File: src/sv/oie_pkg.sv
// constants and payload types for the override interlock evaluator
package oie_pkg;

	// interlock mask bit positions
	localparam int unsigned ILK_RB_OV     = 0;
	localparam int unsigned ILK_RB_WARM   = 1;
	localparam int unsigned ILK_RELAY     = 2;
	localparam int unsigned ILK_DISP_OFF  = 3;
	localparam int unsigned ILK_WDT       = 4;
	localparam int unsigned ILK_MUX       = 5;
	localparam int unsigned ILK_DAC_PARK  = 6;
	localparam int unsigned ILK_RB_VMAX   = 7;
	localparam int unsigned ILK_FAN_FLOOR = 8;
	localparam int unsigned ILK_TUNNEL    = 9;
	localparam int unsigned ILK_RB_VERIFY = 10;
	localparam int unsigned ILK_COUNT     = 11;

	// status flag bit positions
	localparam int unsigned ST_OV_LATCHED = 0;
	localparam int unsigned ST_OCXO_WARM  = 1;
	localparam int unsigned ST_CAPS_OK    = 2;
	localparam int unsigned ST_RELAY_BLK  = 3;
	localparam int unsigned ST_DISP_ON    = 4;
	localparam int unsigned ST_LIVENESS   = 5;
	localparam int unsigned ST_EXTREF_OK  = 6;
	localparam int unsigned ST_RB_LOCK    = 7;
	localparam int unsigned ST_PARKED     = 8;
	localparam int unsigned ST_COUNT      = 9;

	// failed interlock report codes
	localparam logic [3:0] FAIL_NONE      = 4'd0;
	localparam logic [3:0] FAIL_RB_OV     = 4'd1;
	localparam logic [3:0] FAIL_RB_WARM   = 4'd2;
	localparam logic [3:0] FAIL_RELAY     = 4'd3;
	localparam logic [3:0] FAIL_DISP_OFF  = 4'd4;
	localparam logic [3:0] FAIL_WDT       = 4'd5;
	localparam logic [3:0] FAIL_MUX       = 4'd6;
	localparam logic [3:0] FAIL_DAC_PARK  = 4'd7;
	localparam logic [3:0] FAIL_RB_VMAX   = 4'd8;

	localparam logic [31:0] DISPLAY_MIN_OFF_RESET = 32'd1000;

	localparam int unsigned IN_DATA_W  = 208;
	localparam int unsigned IN_USER_W  = 2;
	localparam int unsigned OUT_DATA_W = 40;

	// request word, lowest field last in the struct so it lands in the low bits
	typedef struct packed {
		logic [4:0]              pad;
		logic [31:0]             display_changed_ms;
		logic [31:0]             now_time_ms;
		logic [6:0]              fan_floor_percent;
		logic [15:0]             voltage_max_mv;
		logic [15:0]             code_window_max;
		logic [15:0]             code_window_min;
		logic [ST_COUNT-1:0]     status_flags;
		logic signed [31:0]      object_minimum;
		logic [ILK_COUNT-1:0]    interlock_mask;
		logic signed [31:0]      requested_value;
	} req_data_t;

	typedef struct packed {
		logic snapshot_valid;
		logic is_code_kind;
	} req_user_t;

	typedef struct packed {
		logic [3:0]         failed_interlock;
		logic               verify_needed;
		logic               tunnel_on;
		logic               was_clamped;
		logic signed [31:0] granted_value;
		logic               refused;
	} res_data_t;

endpackage

File: src/sv/override_interlock_evaluator.sv
// override interlock evaluator: request register, decision logic, result register
//
// Each word on s_* is one override request; one result word comes out on m_*
// for each, in order. A request is held in the input register and the
// decision (refusal checks in fixed order, then the code-window or voltage
// clamp, then the fan floor) is captured in the output register, from which
// the result is offered, and one request is taken every cycle while
// m_tready is high. s_tready drops only when both registers
// hold words that cannot move. display_min_off_ms is written through cfg_*
// (always ready, reset value 1000) and should be changed only while no request
// is in flight.
module override_interlock_evaluator (
	input  logic                          clk,
	input  logic                          arst_n,
	input  logic                          s_tvalid,
	output logic                          s_tready,
	// requested_value[31:0], interlock_mask[42:32], object_minimum[74:43],
	// status_flags[83:75], code_window_min[99:84], code_window_max[115:100],
	// voltage_max_mv[131:116], fan_floor_percent[138:132],
	// now_time_ms[170:139], display_changed_ms[202:171], zero[207:203]
	input  logic [oie_pkg::IN_DATA_W-1:0] s_tdata,
	// is_code_kind[0], snapshot_valid[1]
	input  logic [oie_pkg::IN_USER_W-1:0] s_tuser,
	output logic                          m_tvalid,
	input  logic                          m_tready,
	// refused[0], granted_value[32:1], was_clamped[33], tunnel_on[34],
	// verify_needed[35], failed_interlock[39:36]
	output logic [oie_pkg::OUT_DATA_W-1:0] m_tdata,
	input  logic                          cfg_valid,
	output logic                          cfg_ready,
	input  logic [31:0]                   cfg_data
);

	localparam int unsigned ILK_FAIL_W = oie_pkg::ILK_RB_VMAX + 1;

	logic                  valid_s1;
	oie_pkg::req_data_t    data_s1;
	oie_pkg::req_user_t    user_s1;
	logic                  valid_s2;
	oie_pkg::res_data_t    res_s2;
	logic [31:0]           min_off_q;

	logic                  adv_s2;
	logic                  adv_s1;
	oie_pkg::res_data_t    res;

	logic                  nz;
	logic [ILK_FAIL_W-1:0] fail;
	logic [3:0]            lowest_code;
	logic [31:0]           elapsed;
	logic signed [32:0]    lo;
	logic signed [32:0]    hi;
	logic signed [32:0]    v_hi;
	logic signed [32:0]    v_lo;
	logic signed [32:0]    v_fan;
	logic                  clamp_hi;
	logic                  clamp_lo;
	logic                  clamp_fan;
	logic                  window_bad;

	assign adv_s2    = !valid_s2 || m_tready;
	assign adv_s1    = !valid_s1 || adv_s2;
	assign s_tready  = adv_s1;
	assign cfg_ready = 1'b1;
	assign m_tvalid  = valid_s2;
	assign m_tdata   = res_s2;

	always_ff @(posedge clk or negedge arst_n) begin
		if (!arst_n) begin
			min_off_q <= oie_pkg::DISPLAY_MIN_OFF_RESET;
		end else if (cfg_valid && cfg_ready) begin
			min_off_q <= cfg_data;
		end
	end

	always_ff @(posedge clk or negedge arst_n) begin
		if (!arst_n) begin
			valid_s1 <= 1'b0;
			valid_s2 <= 1'b0;
		end else begin
			if (adv_s1) begin
				valid_s1 <= s_tvalid;
			end
			if (adv_s2) begin
				valid_s2 <= valid_s1;
			end
		end
	end

	always_ff @(posedge clk) begin
		if (s_tvalid && s_tready) begin
			data_s1 <= oie_pkg::req_data_t'(s_tdata);
			user_s1 <= oie_pkg::req_user_t'(s_tuser);
		end
		if (adv_s2 && valid_s1) begin
			res_s2 <= res;
		end
	end

	// refusal conditions, indexed by mask bit
	always_comb begin
		nz      = (data_s1.requested_value != 32'sd0);
		elapsed = data_s1.now_time_ms - data_s1.display_changed_ms;
		if (user_s1.is_code_kind) begin
			lo         = $signed({17'd0, data_s1.code_window_min});
			hi         = $signed({17'd0, data_s1.code_window_max});
			window_bad = (data_s1.code_window_max < data_s1.code_window_min);
		end else begin
			lo         = 33'(data_s1.object_minimum);
			hi         = $signed({17'd0, data_s1.voltage_max_mv});
			window_bad = (data_s1.voltage_max_mv == 16'd0);
		end

		fail[oie_pkg::ILK_RB_OV]    = nz && data_s1.status_flags[oie_pkg::ST_OV_LATCHED];
		fail[oie_pkg::ILK_RB_WARM]  = nz && !(data_s1.status_flags[oie_pkg::ST_OCXO_WARM]
			&& data_s1.status_flags[oie_pkg::ST_CAPS_OK]);
		fail[oie_pkg::ILK_RELAY]    = nz && data_s1.status_flags[oie_pkg::ST_RELAY_BLK];
		fail[oie_pkg::ILK_DISP_OFF] = nz && !data_s1.status_flags[oie_pkg::ST_DISP_ON]
			&& (elapsed < min_off_q);
		fail[oie_pkg::ILK_WDT]      = nz && !data_s1.status_flags[oie_pkg::ST_LIVENESS];
		fail[oie_pkg::ILK_MUX]      = nz && !(data_s1.status_flags[oie_pkg::ST_EXTREF_OK]
			&& data_s1.status_flags[oie_pkg::ST_RB_LOCK]);
		fail[oie_pkg::ILK_DAC_PARK] = !data_s1.status_flags[oie_pkg::ST_PARKED];
		fail[oie_pkg::ILK_RB_VMAX]  = window_bad;
		fail = fail & data_s1.interlock_mask[ILK_FAIL_W-1:0];

		// lowest set mask bit, reported when there is no snapshot
		lowest_code = oie_pkg::FAIL_RB_OV;
		for (int i = int'(oie_pkg::ILK_COUNT) - 1; i >= 0; i--) begin
			if (data_s1.interlock_mask[i]) begin
				lowest_code = 4'(i + 1);
			end
		end
	end

	// clamps: ceiling, then minimum, then fan floor
	always_comb begin
		v_hi     = 33'(data_s1.requested_value);
		clamp_hi = 1'b0;
		clamp_lo = 1'b0;
		if (data_s1.interlock_mask[oie_pkg::ILK_RB_VMAX]) begin
			clamp_hi = (v_hi > hi);
			if (clamp_hi) begin
				v_hi = hi;
			end
		end
		v_lo = v_hi;
		if (data_s1.interlock_mask[oie_pkg::ILK_RB_VMAX]) begin
			clamp_lo = (v_hi < lo);
			if (clamp_lo) begin
				v_lo = lo;
			end
		end
		v_fan     = v_lo;
		clamp_fan = data_s1.interlock_mask[oie_pkg::ILK_FAN_FLOOR]
			&& (v_lo < $signed({26'd0, data_s1.fan_floor_percent}));
		if (clamp_fan) begin
			v_fan = $signed({26'd0, data_s1.fan_floor_percent});
		end
	end

	always_comb begin
		res.refused          = 1'b1;
		res.granted_value    = data_s1.requested_value;
		res.was_clamped      = 1'b0;
		res.tunnel_on        = 1'b0;
		res.verify_needed    = 1'b0;
		res.failed_interlock = oie_pkg::FAIL_NONE;
		if (data_s1.interlock_mask == '0) begin
			res.refused = 1'b0;
		end else if (!user_s1.snapshot_valid) begin
			res.failed_interlock = lowest_code;
		end else if (fail[oie_pkg::ILK_RB_OV]) begin
			res.failed_interlock = oie_pkg::FAIL_RB_OV;
		end else if (fail[oie_pkg::ILK_RB_WARM]) begin
			res.failed_interlock = oie_pkg::FAIL_RB_WARM;
		end else if (fail[oie_pkg::ILK_RELAY]) begin
			res.failed_interlock = oie_pkg::FAIL_RELAY;
		end else if (fail[oie_pkg::ILK_DISP_OFF]) begin
			res.failed_interlock = oie_pkg::FAIL_DISP_OFF;
		end else if (fail[oie_pkg::ILK_WDT]) begin
			res.failed_interlock = oie_pkg::FAIL_WDT;
		end else if (fail[oie_pkg::ILK_MUX]) begin
			res.failed_interlock = oie_pkg::FAIL_MUX;
		end else if (fail[oie_pkg::ILK_DAC_PARK]) begin
			res.failed_interlock = oie_pkg::FAIL_DAC_PARK;
		end else if (fail[oie_pkg::ILK_RB_VMAX]) begin
			res.failed_interlock = oie_pkg::FAIL_RB_VMAX;
		end else begin
			res.refused       = 1'b0;
			res.granted_value = v_fan[31:0];
			res.was_clamped   = clamp_hi || clamp_lo || clamp_fan;
			res.tunnel_on     = nz && data_s1.interlock_mask[oie_pkg::ILK_TUNNEL];
			res.verify_needed = data_s1.interlock_mask[oie_pkg::ILK_RB_VERIFY];
		end
	end

	a_refused_has_code: assert property (@(posedge clk) disable iff (!arst_n)
		m_tvalid |-> (res_s2.refused == (res_s2.failed_interlock != oie_pkg::FAIL_NONE)))
		else $error("refusal flag and failed interlock code disagree");

	a_refused_no_side_effects: assert property (@(posedge clk) disable iff (!arst_n)
		(m_tvalid && res_s2.refused) |->
		(!res_s2.was_clamped && !res_s2.tunnel_on && !res_s2.verify_needed))
		else $error("refused word carries clamp, tunnel or verify");

	a_word_moves_forward: assert property (@(posedge clk) disable iff (!arst_n)
		(valid_s1 && adv_s2) |=> valid_s2)
		else $error("request word lost between input and result register");

	a_ready_when_drained: assert property (@(posedge clk) disable iff (!arst_n)
		(!valid_s1 || !valid_s2) |-> s_tready)
		else $error("input stalled with a free register");

endmodule

File: config.mk
export PLATFORM = sky130hd
export DESIGN_NAME = override_interlock_evaluator
export DESIGN_NICKNAME = d
export VERILOG_FILES = /design/src/sv/oie_pkg.sv /design/src/sv/override_interlock_evaluator.sv
export SDC_FILE = /design/constraint.sdc
export NUM_CORES = 1
export LEC_CHECK = 0
export BUFFER_PORTS_ARGS = -buffer_cell sky130_fd_sc_hd__clkbuf_2
export CORE_MARGIN = 2
export CORE_UTILIZATION = 59
export CTS_BUF_LIST = sky130_fd_sc_hd__clkbuf_8 sky130_fd_sc_hd__clkbuf_16
export CTS_CLUSTER_SIZE = 28
export DETAILED_ROUTE_END_ITERATION = 10
export PLACE_DENSITY = 0.95
export SLEW_MARGIN = 20
export SYNTH_ARGS = -nofsm -noshare
export SYNTH_HDL_FRONTEND = slang
export SYNTH_SLANG_ARGS = --single-unit
File: constraint.sdc
create_clock -name clk -period 23.7 [get_ports clk]
set_input_delay 4.74 -clock clk [delete_from_list [all_inputs] [get_ports clk]]
set_output_delay 4.74 -clock clk [all_outputs]
set_load 0.1 [all_outputs]
Word-level counts from Yosys, hierarchy flattened
Index checks and enable logic that the tools add are counted.
Word-level totals
  input port bits: 247
  output and inout port bits: 43
  logic and storage cells: 97
  register bits: 279
Operators by class
  multiplexer cells: 40
  add/sub/neg operators: 1
  bitwise operators: 2
  reduce and logical (&&, ||, !) cells: 28
  magnitude comparators: 5
Operators by type and width (count)
  2-to-1 mux 33 bit: 14
  2-to-1 mux 4 bit: 20
  2-to-1 mux 32 bit: 2
  < comparator 33 bit: 1
  < comparator 33 x 8 -> 1 bit: 1
  greater-than comparator 32 x 17 -> 1 bit: 1
  < comparator 32 bit: 1
  nonzero test 32 bit: 1
  subtractor 32 bit: 1
  zero test 16 bit: 1
  < comparator 16 bit: 1
  2-to-1 mux 16 bit: 1
  logical AND 1 bit: 13
  zero test 11 bit: 1
  OR reduction 10 bit: 1
  bitwise AND 8 bit: 1
  zero test 1 bit: 7
  logical OR 1 bit: 4
  2-to-1 mux 1 bit: 3
  inverter 1 bit: 1

Depth between registers and ports, before layout
  word-level depth: 20
  mapped depth: 39
  depth with buffers taken out: 30

Worst setup path before layout
Ideal clock, no wire load.
  path type: input-to-reg
  from: input port m_tready
  to: register data_s1[0] (netlist bit), enable pin
  data arrival time: 10.288 ns
  stages on the path: 2
  path slack: 12.823 ns
  cells stage by stage: nand3b_1 and2_1
Between the ends
  longest elaborated chain between the ends: 3
Ends and longest elaborated chain
  start, declared: line override_interlock_evaluator.sv:25  | input logic m_tready,
  logical OR 1 bit: line override_interlock_evaluator.sv:61  | assign adv_s2 = !valid_s2 || m_tready;
  logical OR 1 bit: line override_interlock_evaluator.sv:62  | assign adv_s1 = !valid_s1 || adv_s2;
  logical AND 1 bit: line override_interlock_evaluator.sv:91  | if (s_tvalid && s_tready) begin
  end signal, assigned: line override_interlock_evaluator.sv:92  | data_s1 <= oie_pkg::req_data_t'(s_tdata);
  end, declared: line override_interlock_evaluator.sv:37  | oie_pkg::req_data_t data_s1;
Every way passes these cells.
A chain may end at the register's enable or synchronous reset.

Final worst setup path
  from: input port m_tready
  to: output port s_tready
Between the ends
  longest elaborated chain between the ends: 2
Ends and longest elaborated chain
  logical OR 1 bit: line override_interlock_evaluator.sv:61
  logical OR 1 bit: line override_interlock_evaluator.sv:62
  end, declared: line override_interlock_evaluator.sv:16  | output logic s_tready,
Every way passes these cells.

==> results.py <==
metrics = {
    "sta": {
        "rsz0062_at_grt": "no",
        "drv_slew": 0,
        "setup_tns_ns": 0,
        "fmax_mhz": 98.2,
        "setup_ws_ns": 13.52,
        "skew_ns": 0.00943,
        "relSlewSlack": 0.306,
        "fin_crit_sh": 0.430,
        "tightestPinTransition_ns": 1.03,
        "hold_viol_final": 0,
        "period_minus_slack_ns": 10.18,
        "setup_viol": 0,
        "holdWs_ns": 0.521,
    },
    "layout": {
        "layout_common_cells": "282 x clkbuf_2, 245 x edfxtp_1, 130 x ha_1",
        "drive_above_1_share": 0.232,
        "finish.utilization": 0.714,
        "fin_cells": 1859,
        "final_nets": 1888,
        "syn2layout_area_growth_pct": 19.1,
        "final_area_mm2": 0.0174,
        "final_common_cell": "clkbuf_2",
    },
    "clock_network": {
        "cts_setup_buffers": 0,
        "htree_levels": 1,
        "cts_buffers": 29,
        "cts_tree": "done",
        "cts_sinks": 279,
        "ctsResizeCount": 0,
        "ctsRootBufferMaster": "clkbuf_16",
        "clock_latency_ns": 0.54,
        "clkSlewWorstSetupHoldPaths_ns": 0.06,
        "clockBufferDepth": 3,
        "post_cts_hold_buffer_count": 0,
    },
    "logic_synthesis": {
        "synth_edf_count": 245,
        "synth_cells": 1222,
        "syn-cell-area_mm2": 0.0146,
        "synth_top_area_cell": "edfxtp_1",
        "synth_nets": 1600,
        "synth-seq-cells": 279,
        "yosysTopAreaCellShare": 0.505,
        "yosysWarningCount": 0,
        "async_flop_share": 0.122,
        "ys_types": 69,
        "synth_area_leaders": "edfxtp_1 50%, ha_1 11%, dfrtp_1 4.8%",
        "syn_area_per_cell_um2": 11.9,
        "synth_flop_cell": "edfxtp_1",
        "ys_seq_area_frac": 0.563,
    },
    "worst_setup_path": {
        "path_class": "primary input to output pin",
        "r2r_slack_ns": 13.52,
        "worst_setup_path_start_kind": "primary input",
        "r2r_end": "m_tdata[28]",
        "critPathCaptureType": "output pin",
        "timing.rr.start": "user_s1[0]",
        "critPathArrivalTime_ns": 5.44,
        "worst-path-max-fanout": 3,
        "r2r_cells": 32,
        "required_ns": 18.96,
    },
    "route": {
        "wl_per_cell_um": 19.5,
        "route.detailed.drc": 0,
        "routed-via-count": 10942,
        "drt-total-wl_um": 36300,
        "dr.first_iter.drc_count": 1122,
        "first_pass_iters": 6,
        "via_per_inst": 5.89,
        "drtAntennaViolNets": 0,
    },
    "floorplan": {
        "start_util": 0.600,
        "die-area_mm2": 0.0260,
        "rows": 57,
        "fp.dieW_um": 161,
        "die_h_um": 161,
        "core-area_mm2": 0.0243,
        "io_pins": 290,
    },
    "power": {
        "p_total_mw": 1.35,
        "leakage_nw": 7.66,
        "powerDensity_mw_per_mm2": 77.8,
        "vdd_drop_max_mv": 0.0731,
    },
    "worst_hold_path": {
        "min_to": "min_off_q[8]",
        "hold_path_class": "flip-flop to flip-flop",
        "hold_depth": 2,
        "hold_path_startpoint": "min_off_q[8]",
    },
    "global_routing": {
        "grt-ovfl-total": 0,
        "grt.total_usage": 0.277,
        "grt_pass1_wl_um": 56400,
        "grt_antenna_before_repair": 3,
        "grt_pass1_vias": 10917,
        "grt_start_max_net_pins": 77,
    },
    "place": {
        "post-place-ws_ns": 13.52,
        "placed_cells": 1803,
        "dp_hpwl_um": 26800,
        "gp_congestion": 0.906,
        "numPortBuffers": 283,
        "postPlaceCellArea_mm2": 0.0163,
    },
    "outcome": {
        "status": "complete, no violations",
    },
    "flow_run": {
        "maxCapViolCount": 0,
    },
}
kinds of logic (layout without fill, tap and decap cells):
| group | Yosys count | in the layout | synth area share |
|---|---|---|---|
| xor+xnor | 24 | 24 | 0.0144 |
| fa+ha+maj | 131 | 131 | 0.113 |
| mux | 40 | 40 | 0.0276 |
| compound gates | 296 | 296 | 0.135 |
| other cells | 1 | 4 | 0.000257 |
| flops | 279 | 279 | 0.563 |
| simple gates | 298 | 298 | 0.106 |
| buf+inv | 153 | 463 | 0.0404 |
flip-flops by register name (all words and copies together), names as in the netlist:
name and cells:
m_tvalid 1, data_s1 203, min_off_q 32, user_s1 2, valid_s1 1, m_tdata 40
power breakdown:
group	internal (mW)	switching (mW)
Clock	0.304	0.187
Combinational	0.0950	0.170
Sequential	0.577	0.0170
layout make-up:
| class | count | area [um^2] |
|---|---|---|
| sequential | 279 | 8220 |
| fill | 1583 | 6950 |
| multi-input combinational | 790 | 5790 |
| timing repair buffer | 288 | 1450 |
| clock buffer | 31 | 753 |
| inverter | 122 | 458 |
| tap | 324 | 405 |
| clock inverter | 22 | 282 |
| antenna | 3 | 7.51 |
layer usage:
| metal | track usage | part of all wire | routed length, um |
|---|---|---|---|
| met5 | 0 | 0 | 0 |
| met4 | 0.136 | 0.055 | 1990 |
| met3 | 0.0467 | 0.079 | 2860 |
| met2 | 0.449 | 0.46 | 16700 |
| met1 | 0.366 | 0.41 | 14700 |
cell usage after synthesis, types with 3 or more instances:
cell       number
ha_1          130
inv_1         122
buf_1           3
a32o_1         18
a211oi_1       18
nand4_1        20
nor2_1         52
and3_1          5
o2111ai_1       5
and2_1         23
nand3_1        11
edfxtp_1      245
o211ai_1        4
o31a_1          6
or4_1           4
nand2_1        82
xnor2_1        17
or3_1           7
a22o_1          7
nor4_1         15
o21ai_0        69
o22ai_1        12
nor3_1         17
nand2b_1       11
xor2_1          7
a21o_1         34
clkbuf_1       23
nand3b_1        7
o21bai_1        6
o21a_1         15
buf_2           3
a31oi_1         5
a21boi_0        4
nor2b_1        31
a211o_1         3
dfrtp_1        28
a21oi_1        73
dfstp_2         6
mux2i_1        38
worst max path at each step:
stage,start,endpoint,slack [ns]
floorplan,m_tready,data_s1[0],12.82
global placement,m_tready,s_tready,13.54
detailed placement,m_tready,s_tready,13.52
CTS,m_tready,s_tready,13.52
global route,user_s1[0],m_tdata[25],13.02
finish,m_tready,s_tready,13.52
critical path: stages:
cell,delay (ns)
clkbuf_2,0.08
nand3b_1,0.14
clkbuf_2,0.48
No activity file was read; power rests on OpenSTA's default activity.
